<file path="config.mk">
export PLATFORM = sky130hd
export DESIGN_NAME = nibble_cpu_core_flat
export DESIGN_NICKNAME = d
export VERILOG_FILES = /design/src/rtl/ncpu_pkg.sv /design/src/rtl/ncpu_chan_if.sv /design/src/rtl/ncpu_mem.sv /design/src/rtl/ncpu_seq.sv /design/src/rtl/ncpu_dp.sv /design/src/rtl/nibble_cpu_core.sv /design/src/flat_wrapper.sv
export SDC_FILE = /design/constraint.sdc
export NUM_CORES = 2
export LEC_CHECK = 0
export BUFFER_PORTS_ARGS = -buffer_cell sky130_fd_sc_hd__buf_4
export CAP_MARGIN = 15
export CORE_MARGIN = 2
export CORE_UTILIZATION = 45
export CTS_CLUSTER_DIAMETER = 50
export DETAILED_ROUTE_END_ITERATION = 12
export PLACE_DENSITY_LB_ADDON = 0.15
export SYNTH_ARGS = -nofsm -noshare
export SYNTH_HDL_FRONTEND = slang
export SYNTH_HIERARCHICAL = 1
export SYNTH_SLANG_ARGS = --single-unit
export TNS_END_PERCENT = 5
</file>
<file path="constraint.sdc">
create_clock -name clk -period 11 [get_ports clk]
set_input_delay 3.3 -clock clk [delete_from_list [all_inputs] [get_ports clk]]
set_output_delay 3.3 -clock clk [all_outputs]
set_load 0.1 [all_outputs]
</file>
<file path="src/rtl/ncpu_pkg.sv">
package ncpu_pkg;

	// Instruction opcodes, the low nibble of the first instruction byte.
	typedef enum logic [3:0] {
		OP_LDI_A  = 4'h0,
		OP_LD_A   = 4'h1,
		OP_ADDI   = 4'h2,
		OP_NANDI  = 4'h3,
		OP_CMP    = 4'h4,
		OP_ST_AB  = 4'h5,
		OP_ST_PCB = 4'h6,
		OP_JP     = 4'h7,
		OP_LDI_B  = 4'h8,
		OP_LD_B   = 4'h9,
		OP_ADD_B  = 4'hA,
		OP_NAND_B = 4'hB,
		OP_NCMP   = 4'hC,
		OP_ST_BB  = 4'hD,
		OP_ST_PCH = 4'hE,
		OP_JPC    = 4'hF
	} op_t;

	typedef enum logic [2:0] {
		MEM_NONE,
		MEM_RD_PC,
		MEM_RD_PC1,
		MEM_RD_HIGH,
		MEM_RD_ADR,
		MEM_WR_LOAD,
		MEM_WR_STORE
	} mem_op_t;

	typedef enum logic [1:0] {
		PC_HOLD,
		PC_INC,
		PC_JUMP,
		PC_JUMP_IF_F
	} pc_op_t;

	typedef enum logic [1:0] {
		WB_NONE,
		WB_EXEC,
		WB_MEM_A,
		WB_MEM_B
	} wb_t;

	typedef enum logic [2:0] {
		BR_NEXT,
		BR_WAIT,
		BR_SEL,
		BR_DISPATCH,
		BR_GOTO
	} br_t;

	localparam int STEP_W = 4;
	typedef logic [STEP_W-1:0] step_t;

	// Microprogram addresses.
	localparam step_t U_IDLE    = 4'd0;
	localparam step_t U_SEL     = 4'd1;
	localparam step_t U_SECOND  = 4'd2;
	localparam step_t U_ADR     = 4'd3;
	localparam step_t U_REG     = 4'd4;
	localparam step_t U_LDA     = 4'd5;
	localparam step_t U_LDA_WB  = 4'd6;
	localparam step_t U_LDB     = 4'd7;
	localparam step_t U_LDB_WB  = 4'd8;
	localparam step_t U_STORE   = 4'd9;
	localparam step_t U_JUMP    = 4'd10;
	localparam step_t U_JUMPC   = 4'd11;
	localparam step_t U_LOAD    = 4'd12;

	typedef struct packed {
		mem_op_t mem_op;
		pc_op_t  pc_op;
		wb_t     wb;
		logic    ir_ld;
		logic    adr_ld;
		logic    store;
		logic    done;
		br_t     br;
		step_t   target;
	} ctrl_t;

	localparam ctrl_t CTRL_NOP = '0;

	typedef struct packed {
		logic is_load;
		logic long_instr;
		op_t  op;
	} stat_t;

	typedef struct packed {
		logic       re;
		logic       we;
		logic [7:0] addr;
		logic [7:0] wdata;
	} mem_req_t;

	typedef struct packed {
		logic [3:0]  reg_a;
		logic [3:0]  reg_b;
		logic [11:0] program_counter;
		logic        cond_flag;
		logic        store_valid;
		logic [7:0]  store_address;
		logic [7:0]  store_data;
	} res_t;

	// Opcodes whose low three bits are 1, 5, 6 or 7 carry a second byte.
	function automatic logic is_long(input logic [3:0] op);
		logic r;
		begin
			case (op[2:0]) inside
				3'd1, 3'd5, 3'd6, 3'd7: r = 1'b1;
				default:                r = 1'b0;
			endcase
			return r;
		end
	endfunction

	function automatic step_t dispatch(input op_t op);
		step_t s;
		begin
			case (op)
				OP_LD_A:   s = U_LDA;
				OP_LD_B:   s = U_LDB;
				OP_ST_AB,
				OP_ST_PCB,
				OP_ST_BB,
				OP_ST_PCH: s = U_STORE;
				OP_JP:     s = U_JUMP;
				OP_JPC:    s = U_JUMPC;
				default:   s = U_REG;
			endcase
			return s;
		end
	endfunction

	// Control store: one word per microprogram step.
	function automatic ctrl_t ucode(input step_t s);
		ctrl_t c;
		begin
			c = CTRL_NOP;
			c.br = BR_GOTO;
			c.target = U_IDLE;
			case (s)
				U_IDLE: begin
					c.mem_op = MEM_RD_PC;
					c.br = BR_WAIT;
				end
				U_SEL: begin
					c.ir_ld = 1'b1;
					c.br = BR_SEL;
				end
				U_SECOND: begin
					c.mem_op = MEM_RD_PC1;
					c.pc_op = PC_INC;
					c.br = BR_NEXT;
				end
				U_ADR: begin
					c.adr_ld = 1'b1;
					c.br = BR_DISPATCH;
				end
				U_REG: begin
					c.wb = WB_EXEC;
					c.pc_op = PC_INC;
					c.done = 1'b1;
				end
				U_LDA: begin
					c.mem_op = MEM_RD_HIGH;
					c.br = BR_NEXT;
				end
				U_LDA_WB: begin
					c.wb = WB_MEM_A;
					c.pc_op = PC_INC;
					c.done = 1'b1;
				end
				U_LDB: begin
					c.mem_op = MEM_RD_ADR;
					c.br = BR_NEXT;
				end
				U_LDB_WB: begin
					c.wb = WB_MEM_B;
					c.pc_op = PC_INC;
					c.done = 1'b1;
				end
				U_STORE: begin
					c.mem_op = MEM_WR_STORE;
					c.store = 1'b1;
					c.pc_op = PC_INC;
					c.done = 1'b1;
				end
				U_JUMP: begin
					c.pc_op = PC_JUMP;
					c.done = 1'b1;
				end
				U_JUMPC: begin
					c.pc_op = PC_JUMP_IF_F;
					c.done = 1'b1;
				end
				U_LOAD: begin
					c.mem_op = MEM_WR_LOAD;
					c.done = 1'b1;
				end
				default: begin
					c.br = BR_GOTO;
				end
			endcase
			return c;
		end
	endfunction

endpackage

</file>
<file path="src/rtl/ncpu_chan_if.sv">
interface ncpu_in_if;
	logic       valid;
	logic       ready;
	logic       opcode;
	logic [7:0] load_address;
	logic [7:0] load_data;

	modport source(output valid, opcode, load_address, load_data, input ready);
	modport sink(input valid, opcode, load_address, load_data, output ready);
endinterface

interface ncpu_out_if;
	logic        valid;
	logic        ready;
	logic [3:0]  reg_a;
	logic [3:0]  reg_b;
	logic [11:0] program_counter;
	logic        cond_flag;
	logic        store_valid;
	logic [7:0]  store_address;
	logic [7:0]  store_data;

	modport source(output valid, reg_a, reg_b, program_counter, cond_flag, store_valid,
		store_address, store_data, input ready);
	modport sink(input valid, reg_a, reg_b, program_counter, cond_flag, store_valid,
		store_address, store_data, output ready);
endinterface

</file>
<file path="src/rtl/ncpu_mem.sv">
module ncpu_mem #(
	parameter int DEPTH = 256
) (
	input  logic               clk,
	input  logic               arst_n,
	input  ncpu_pkg::mem_req_t req,
	output logic [7:0]         rdata
);
	import ncpu_pkg::*;

	localparam int AW = $clog2(DEPTH);

	logic [7:0]       mem_q [DEPTH];
	logic [DEPTH-1:0] vld_q;
	logic [7:0]       rdata_q;
	logic [AW-1:0]    addr;

	assign addr = req.addr[AW-1:0];

	// An entry never written reads as zero.
	always_ff @(posedge clk or negedge arst_n) begin
		if (!arst_n) begin
			vld_q <= '0;
		end else if (req.we) begin
			vld_q[addr] <= 1'b1;
		end
	end

	always_ff @(posedge clk) begin
		if (req.we) begin
			mem_q[addr] <= req.wdata;
		end
	end

	always_ff @(posedge clk) begin
		if (req.re) begin
			rdata_q <= vld_q[addr] ? mem_q[addr] : 8'h00;
		end
	end

	assign rdata = rdata_q;

endmodule

</file>
<file path="src/rtl/ncpu_seq.sv">
module ncpu_seq (
	input  logic            clk,
	input  logic            arst_n,
	input  logic            in_accept,
	input  ncpu_pkg::stat_t stat,
	input  logic            out_block,
	output logic            in_ready,
	output ncpu_pkg::ctrl_t ctrl
);
	import ncpu_pkg::*;

	step_t step_q;
	step_t step_d;
	ctrl_t cw;
	logic  stall;

	assign cw = ucode(step_q);
	// A finishing step waits until the result register can take its result.
	assign stall = cw.done && out_block;
	assign in_ready = (step_q == U_IDLE);
	assign ctrl = stall ? CTRL_NOP : cw;

	always_comb begin
		step_d = step_q;
		if (!stall) begin
			case (cw.br)
				BR_NEXT:     step_d = step_t'(step_q + 1'b1);
				BR_WAIT:     step_d = in_accept ? step_t'(step_q + 1'b1) : step_q;
				BR_SEL: begin
					if (stat.is_load) begin
						step_d = U_LOAD;
					end else if (stat.long_instr) begin
						step_d = step_t'(step_q + 1'b1);
					end else begin
						step_d = dispatch(stat.op);
					end
				end
				BR_DISPATCH: step_d = dispatch(stat.op);
				BR_GOTO:     step_d = cw.target;
				default:     step_d = U_IDLE;
			endcase
		end
	end

	always_ff @(posedge clk or negedge arst_n) begin
		if (!arst_n) begin
			step_q <= U_IDLE;
		end else begin
			step_q <= step_d;
		end
	end

`ifndef SYNTHESIS
	a_accept_to_sel: assert property (@(posedge clk) disable iff (!arst_n)
		in_accept |=> step_q == U_SEL)
		else $error("accepted item did not move to the select step");
	a_done_to_idle: assert property (@(posedge clk) disable iff (!arst_n)
		ctrl.done |=> step_q == U_IDLE)
		else $error("finished instruction did not return to idle");
	a_stall_holds: assert property (@(posedge clk) disable iff (!arst_n)
		stall |=> $stable(step_q))
		else $error("sequencer advanced while the result register was full");
	a_done_unblocked: assert property (@(posedge clk) disable iff (!arst_n)
		ctrl.done |-> !out_block)
		else $error("result produced while the result register was blocked");
`endif

endmodule

</file>
<file path="src/rtl/ncpu_dp.sv">
module ncpu_dp (
	input  logic               clk,
	input  logic               arst_n,
	input  logic               in_accept,
	input  logic               opcode,
	input  logic [7:0]         load_address,
	input  logic [7:0]         load_data,
	input  ncpu_pkg::ctrl_t    ctrl,
	input  logic [7:0]         rdata,
	output ncpu_pkg::stat_t    stat,
	output ncpu_pkg::mem_req_t mem_req,
	output ncpu_pkg::res_t     res
);
	import ncpu_pkg::*;

	localparam logic [2:0] CMP_ONE   = 3'd0;
	localparam logic [2:0] CMP_ZERO  = 3'd1;
	localparam logic [2:0] CMP_EQUAL = 3'd2;
	localparam logic [2:0] CMP_SIGN  = 3'd3;
	localparam logic [3:0] HIGH_PAGE = 4'hF;

	logic [3:0]  a_q, b_q, a_d, b_d;
	logic [11:0] pc_q, pc_d, pc_inc;
	logic        f_q, f_d;
	logic        item_load_q;
	logic [7:0]  ld_addr_q, ld_data_q;
	logic [7:0]  ir_q;
	logic [3:0]  adr_hi_q;
	logic [3:0]  imm;
	op_t         op;
	logic [7:0]  adr;
	logic [3:0]  add_opd;
	logic [4:0]  sum;
	logic [3:0]  nand_res;
	logic [7:0]  st_data;

	assign imm = ir_q[7:4];
	assign op = op_t'(ir_q[3:0]);
	assign adr = {adr_hi_q, imm};
	assign pc_inc = pc_q + 12'd1;

	assign stat.is_load = item_load_q;
	assign stat.long_instr = is_long(rdata[3:0]);
	assign stat.op = ctrl.ir_ld ? op_t'(rdata[3:0]) : op;

	// Register and immediate forms share one adder and one NAND.
	assign add_opd = (op == OP_ADD_B || op == OP_NAND_B) ? b_q : imm;
	assign sum = {1'b0, a_q} + {1'b0, add_opd} + {4'b0000, f_q};
	assign nand_res = ~(a_q & add_opd);

	always_comb begin
		case (op)
			OP_ST_AB:  st_data = {a_q, b_q};
			OP_ST_PCB: st_data = {pc_q[3:0], b_q};
			OP_ST_BB:  st_data = {b_q, b_q};
			OP_ST_PCH: st_data = pc_q[11:4];
			default:   st_data = 8'h00;
		endcase
	end

	always_comb begin
		mem_req = '0;
		case (ctrl.mem_op)
			MEM_RD_PC: begin
				mem_req.re = 1'b1;
				mem_req.addr = pc_q[7:0];
			end
			MEM_RD_PC1: begin
				mem_req.re = 1'b1;
				mem_req.addr = pc_q[7:0] + 8'd1;
			end
			MEM_RD_HIGH: begin
				mem_req.re = 1'b1;
				mem_req.addr = {HIGH_PAGE, imm};
			end
			MEM_RD_ADR: begin
				mem_req.re = 1'b1;
				mem_req.addr = adr;
			end
			MEM_WR_LOAD: begin
				mem_req.we = 1'b1;
				mem_req.addr = ld_addr_q;
				mem_req.wdata = ld_data_q;
			end
			MEM_WR_STORE: begin
				mem_req.we = 1'b1;
				mem_req.addr = adr;
				mem_req.wdata = st_data;
			end
			default: mem_req = '0;
		endcase
	end

	always_comb begin
		a_d = a_q;
		b_d = b_q;
		f_d = f_q;
		case (ctrl.wb)
			WB_EXEC: begin
				case (op)
					OP_LDI_A:  a_d = imm;
					OP_LDI_B:  b_d = imm;
					OP_ADDI,
					OP_ADD_B: begin
						a_d = sum[3:0];
						f_d = sum[4];
					end
					OP_NANDI,
					OP_NAND_B: a_d = nand_res;
					OP_CMP: begin
						case (imm[2:0])
							CMP_ONE:   f_d = 1'b1;
							CMP_ZERO:  f_d = (a_q == 4'h0);
							CMP_EQUAL: f_d = (a_q == b_q);
							CMP_SIGN:  f_d = a_q[3];
							default:   f_d = f_q;
						endcase
					end
					OP_NCMP: begin
						case (imm[2:0])
							CMP_ONE:   f_d = 1'b0;
							CMP_ZERO:  f_d = (a_q != 4'h0);
							CMP_EQUAL: f_d = (a_q != b_q);
							CMP_SIGN:  f_d = !a_q[3];
							default:   f_d = f_q;
						endcase
					end
					default: begin
						a_d = a_q;
					end
				endcase
			end
			WB_MEM_A: a_d = rdata[7:4];
			WB_MEM_B: b_d = rdata[7:4];
			default:  a_d = a_q;
		endcase
	end

	always_comb begin
		case (ctrl.pc_op)
			PC_INC:       pc_d = pc_inc;
			PC_JUMP:      pc_d = {4'h0, adr};
			PC_JUMP_IF_F: pc_d = f_q ? {4'h0, adr} : pc_inc;
			default:      pc_d = pc_q;
		endcase
	end

	assign res.reg_a = a_d;
	assign res.reg_b = b_d;
	assign res.program_counter = pc_d;
	assign res.cond_flag = f_d;
	assign res.store_valid = ctrl.store;
	assign res.store_address = ctrl.store ? adr : 8'h00;
	assign res.store_data = ctrl.store ? st_data : 8'h00;

	always_ff @(posedge clk or negedge arst_n) begin
		if (!arst_n) begin
			a_q <= '0;
			b_q <= '0;
			pc_q <= '0;
			f_q <= 1'b0;
			item_load_q <= 1'b0;
		end else begin
			a_q <= a_d;
			b_q <= b_d;
			pc_q <= pc_d;
			f_q <= f_d;
			if (in_accept) begin
				item_load_q <= opcode;
			end
		end
	end

	always_ff @(posedge clk) begin
		if (in_accept) begin
			ld_addr_q <= load_address;
			ld_data_q <= load_data;
		end
		if (ctrl.ir_ld) begin
			ir_q <= rdata;
		end
		if (ctrl.adr_ld) begin
			adr_hi_q <= rdata[3:0];
		end
	end

endmodule

</file>
<file path="src/rtl/nibble_cpu_core.sv">
// Small 4-bit processor with a 256-byte program and data memory.
// The item channel carries either a memory write (opcode 1), used to load a
// program, or a request to execute one instruction at the current PC
// (opcode 0). Every item produces exactly one transfer on the result channel:
// A, B, PC and the flag after the item, plus the store made by the
// instruction, if any.
// A load item and a one-byte instruction go from the select step straight to
// their final step; jumps and stores first read the second byte and take the
// address from it, and memory loads into A or B then read the data before
// the write-back. The next item is taken in the idle step after the previous
// one's final step; that step also fetches the opcode. No new item is taken
// before the last one is through, as the single memory port serves the
// opcode fetch, the second byte and the data access one after another.
// A finished result waits in an output register; while the receiver stalls,
// the next item can still be taken and run up to its final step, where it
// waits for the register to free up.
// Reset clears A, B, PC, the flag and the memory's valid bits, so every byte
// reads zero until written; no clearing pass is needed.
module nibble_cpu_core #(
	parameter int MEM_DEPTH = 256
) (
	input logic        clk,
	input logic        arst_n,
	ncpu_in_if.sink    item,
	ncpu_out_if.source result
);
	import ncpu_pkg::*;

	logic     in_accept;
	logic     in_ready;
	logic     out_block;
	ctrl_t    ctrl;
	stat_t    stat;
	mem_req_t mem_req;
	logic [7:0] rdata;
	res_t     res;
	res_t     res_q;
	logic     out_valid_q;

	assign item.ready = in_ready;
	assign in_accept = item.valid && in_ready;
	assign out_block = out_valid_q && !result.ready;

	ncpu_seq u_seq (
		.clk       (clk),
		.arst_n    (arst_n),
		.in_accept (in_accept),
		.stat      (stat),
		.out_block (out_block),
		.in_ready  (in_ready),
		.ctrl      (ctrl)
	);

	ncpu_dp u_dp (
		.clk          (clk),
		.arst_n       (arst_n),
		.in_accept    (in_accept),
		.opcode       (item.opcode),
		.load_address (item.load_address),
		.load_data    (item.load_data),
		.ctrl         (ctrl),
		.rdata        (rdata),
		.stat         (stat),
		.mem_req      (mem_req),
		.res          (res)
	);

	ncpu_mem #(
		.DEPTH (MEM_DEPTH)
	) u_mem (
		.clk    (clk),
		.arst_n (arst_n),
		.req    (mem_req),
		.rdata  (rdata)
	);

	always_ff @(posedge clk or negedge arst_n) begin
		if (!arst_n) begin
			out_valid_q <= 1'b0;
		end else if (ctrl.done) begin
			out_valid_q <= 1'b1;
		end else if (result.ready) begin
			out_valid_q <= 1'b0;
		end
	end

	always_ff @(posedge clk) begin
		if (ctrl.done) begin
			res_q <= res;
		end
	end

	assign result.valid = out_valid_q;
	assign result.reg_a = res_q.reg_a;
	assign result.reg_b = res_q.reg_b;
	assign result.program_counter = res_q.program_counter;
	assign result.cond_flag = res_q.cond_flag;
	assign result.store_valid = res_q.store_valid;
	assign result.store_address = res_q.store_address;
	assign result.store_data = res_q.store_data;

endmodule
</file>
<file path="src/flat_wrapper.sv">
// flat-port wrapper written by rule: the top's interface ports become plain ports
module nibble_cpu_core_flat import ncpu_pkg::*;
#(
	parameter int MEM_DEPTH = 256
)
  (clk, arst_n, item_valid, item_opcode, item_load_address, item_load_data, item_ready, result_valid, result_reg_a, result_reg_b, result_program_counter, result_cond_flag, result_store_valid, result_store_address, result_store_data, result_ready);
  ncpu_in_if item_i ();
  ncpu_out_if result_i ();
  input logic clk;
  input logic arst_n;
  input wire logic [$bits(item_i.valid)-1:0] item_valid;
  input wire logic [$bits(item_i.opcode)-1:0] item_opcode;
  input wire logic [$bits(item_i.load_address)-1:0] item_load_address;
  input wire logic [$bits(item_i.load_data)-1:0] item_load_data;
  output wire logic [$bits(item_i.ready)-1:0] item_ready;
  output wire logic [$bits(result_i.valid)-1:0] result_valid;
  output wire logic [$bits(result_i.reg_a)-1:0] result_reg_a;
  output wire logic [$bits(result_i.reg_b)-1:0] result_reg_b;
  output wire logic [$bits(result_i.program_counter)-1:0] result_program_counter;
  output wire logic [$bits(result_i.cond_flag)-1:0] result_cond_flag;
  output wire logic [$bits(result_i.store_valid)-1:0] result_store_valid;
  output wire logic [$bits(result_i.store_address)-1:0] result_store_address;
  output wire logic [$bits(result_i.store_data)-1:0] result_store_data;
  input wire logic [$bits(result_i.ready)-1:0] result_ready;
  assign item_i.valid = item_valid;
  assign item_i.opcode = item_opcode;
  assign item_i.load_address = item_load_address;
  assign item_i.load_data = item_load_data;
  assign item_ready = item_i.ready;
  assign result_valid = result_i.valid;
  assign result_reg_a = result_i.reg_a;
  assign result_reg_b = result_i.reg_b;
  assign result_program_counter = result_i.program_counter;
  assign result_cond_flag = result_i.cond_flag;
  assign result_store_valid = result_i.store_valid;
  assign result_store_address = result_i.store_address;
  assign result_store_data = result_i.store_data;
  assign result_i.ready = result_ready;
  nibble_cpu_core #(.MEM_DEPTH(MEM_DEPTH)) u_core (.clk(clk), .arst_n(arst_n), .item(item_i), .result(result_i));
endmodule
</file>
==> flow_summary_export.csv <==
group,metric,value,unit
logic_synthesis,syn_avg_cell_area,19.99,um^2
hold_path,hold_depth,1,
critical_path,crit_fanout,81,
route,via_count,47287,
clocking,clk_latency,0.91,ns
grt,grt_pass1_vias,48040,
clocking,cts_tree,"built",
placed_design,portBuffers,60,
critical_path,r2r_start,"u_core/u_seq/step_q[0]",
route,wl_per_cell,30.32,um
critical_path,startpoint,"result_ready",
hold_path,min_path_type,"reg -> reg",
sta,max_freq,113.0,MHz
final_layout,drive_gt1_share,29.41,%
logic_synthesis,ys_warn_count,6,
grt,grt_start_max_net_pins,228,
route,first_pass_iters,5,
final_layout,fin_util,51.57,%
sta,finalHoldViolations,0,
placed_design,post-place-cells,7425,
final_layout,final_nets,4962,
final_layout,layout_commonest_cell,"edfxtp_1",
sta,max_slew_margin,16.51,%
route,avgViaCountPerCell,5.971,
clocking,clock_path_buffers,4,
power,p_leak,35.82,nW
critical_path,worst_setup_path_end_kind,"flip-flop",
logic_synthesis,syn_inst,4706,
clocking,htreeDepth,5,
final_layout,area_growth,13.73,%
final_layout,final_cell_area,0.1070,mm^2
die,start_util,45.34,%
route,drt_iter0_drc,5295,
sta,maxSlewViolCount,0,
route,ant_nets,0,
critical_path,critical_path_class,"in -> reg",
sta,finClkSkew,0.04485,ns
placed_design,dp_hpwl,138700,um
run,cap_violations,0,
die,dieHeight,461.2,um
sta,worstMarginPinSlew,1.236,ns
clocking,clkSlewWorstSetupHoldPaths,0.06,ns
critical_path,regToRegSetupSlack,3.74,ns
route,drt_wl_total,240100,um
critical_path,arrival,9.43,ns
critical_path,cp_slowest_stage_delay,1.13,ns
grt,grt-busiest-layer,"met2",
critical_path,r2r_end,"u_core/u_mem/rdata[5]",
critical_path,cp_num_buf_inv,4,
die,pin_count,61,
hold_path,min_to,"u_core/u_mem/vld_q[237]",
grt,grt_use_met3,3.515,%
sta,layout_min_cycle_time,8.849,ns
sta,post-route-period-util,80.45,%
clocking,hold_buffers,0,
sta,final-setup-viol-count,0,
sta,rsz0062_at_grt,"no",
grt,gr-usage-met1,32.74,%
critical_path,crit_path_cell_trace,"buf_4 > nor2b_4 > o21ai_1 > a221oi_4 > nor4b_2 > buf_4 > nor2b_1 > nand2_1 > o21ai_0 > nand2_1 > o21ai_4 > buf_12 > buf_12 > mux4_2 > a22oi_1 > a21oi_1 > o41ai_1 > and4_1 > a41oi_1",
power,ir_worst_vdd,333.4,uV
route,route.detailed.drc,0,
final_layout,stdcell_count,7919,
critical_path,startpoint_type,"input port",
die,core_area,0.2075,mm^2
hold_path,min_from,"u_core/u_mem/vld_q[237]",
critical_path,worstPathRequired,11.58,ns
clocking,cts_sinks,2405,
power,power_density,307.4,mW/mm^2
placed_design,gp_congestion,0.8289,
logic_synthesis,syn-num-nets,4744,
grt,overflow,0,
critical_path,cpLargestDelayFamily,"compound AO/OA/AOI/OAI gates",
grt,antenna_found_initial,11,
logic_synthesis,netlist_area,0.09408,mm^2
grt,grt_pass1_wl,348600,um
clocking,postCtsSetupRepairBufs,0,
run_status,outcome,"finished, final reports clean",
grt,grtUsageTotal,22.67,%
grt,use_met2,35.98,%
final_layout,most-common-layout-cells,"edfxtp_1 (2122), mux4_2 (576), a22oi_1 (296)",
die,fp.dieW,461.2,um
die,rows,167,
critical_path,rr_worst_depth,19,
placed_design,placed_area,0.09832,mm^2
clocking,cts_buffers,282,
critical_path,cpMaxStageDelayCell,"o41ai_1",
power,p_total,32.89,mW
die,die_area,0.2127,mm^2
clocking,cts_resized,0,
clocking,root_buffer,"clkbuf_16",
## layout make-up
class,count,area (um^2)
Inverter,24,90.09
Timing Repair Buffer,229,2038
Clock buffer,384,7685
Clock inverter,104,930.9
Tap cell,2788,3488
Fill cell,16416,100500
Antenna cell,3,7.507
Sequential cell,2405,70800
Multi-Input combinational cell,1982,21960
## how the worst max path moves through the flow
stage / endpoint / slack [ns] / cells past startpoint
2_1_floorplan: u_core/u_mem/mem_q[0][6] / -1.42 / 9
3_3_place_gp: u_core/u_mem/mem_q[159][2] / 0.87 / 12
3_5_place_dp: u_core/u_mem/rdata[5] / 1.34 / 19
4_1_cts: u_core/u_mem/rdata[5] / 2.29 / 19
5_1_grt: u_core/u_mem/rdata[5] / 1.92 / 19
6_report: u_core/u_mem/rdata[5] / 2.15 / 19
## power breakdown
group          internal (mW)  leakage (nW)  switching, mW
clock                   5.20          4.20           3.56
combinational           5.25          8.06           8.16
sequential              10.5          23.6          0.237
## state kept, by name, summed over array words and instances, names as in the netlist, 8 cells and up
| signal | cells |
|---|---|
| u_core/result.store_address | 8 |
| u_core/u_dp/ir_q | 8 |
| u_core/u_dp/pc_q | 12 |
| u_core/u_dp/ld_addr_q | 8 |
| u_core/u_mem/rdata | 8 |
| u_core/result.program_counter | 12 |
| u_core/u_mem/mem_q | 2048 |
| u_core/u_dp/ld_data_q | 8 |
| u_core/u_mem/vld_q | 256 |
| u_core/result.store_data | 8 |
## routing by layer
metal  vias up  routed length [um]
met4        10                6334
met2      1654              115900
met1     25503              102900
li1      19740                   -
met3       380               14910
met5         -                  63
## worst register-to-register path, cell delays in order, from the launching register on
cell and delay, ns:
dfrtp_1 0.42, inv_1 0.11, ha_1 0.37, nor2_1 0.32, a221oi_4 0.16, a2111oi_2 0.34, buf_4 0.28, nor2b_1 0.67
nand2_1 0.11, o21ai_0 0.15, nand2_1 0.15, o21ai_4 0.11, buf_12 0.33, buf_12 0.64, mux4_2 0.59, a22oi_1 0.25
a21oi_1 0.19, o41ai_1 1.14, and4_1 0.54, a41oi_1 0.10
## through the flow
| stage | worst slack, ns | TNS (ns) | hold WS, ns |
|---|---|---|---|
| after floorplan | -1.420 | -1386.37 | 0.4337 |
| after global placement | 0.8729 | 0 | 0.4451 |
| after detailed placement | 1.335 | 0 | 0.4465 |
| after CTS | 2.292 | 0 | 0.4597 |
| after global routing | 1.917 | 0 | 0.4704 |
| final | 2.151 | 0 | 0.4574 |
(Power assumes the default switching activity.)
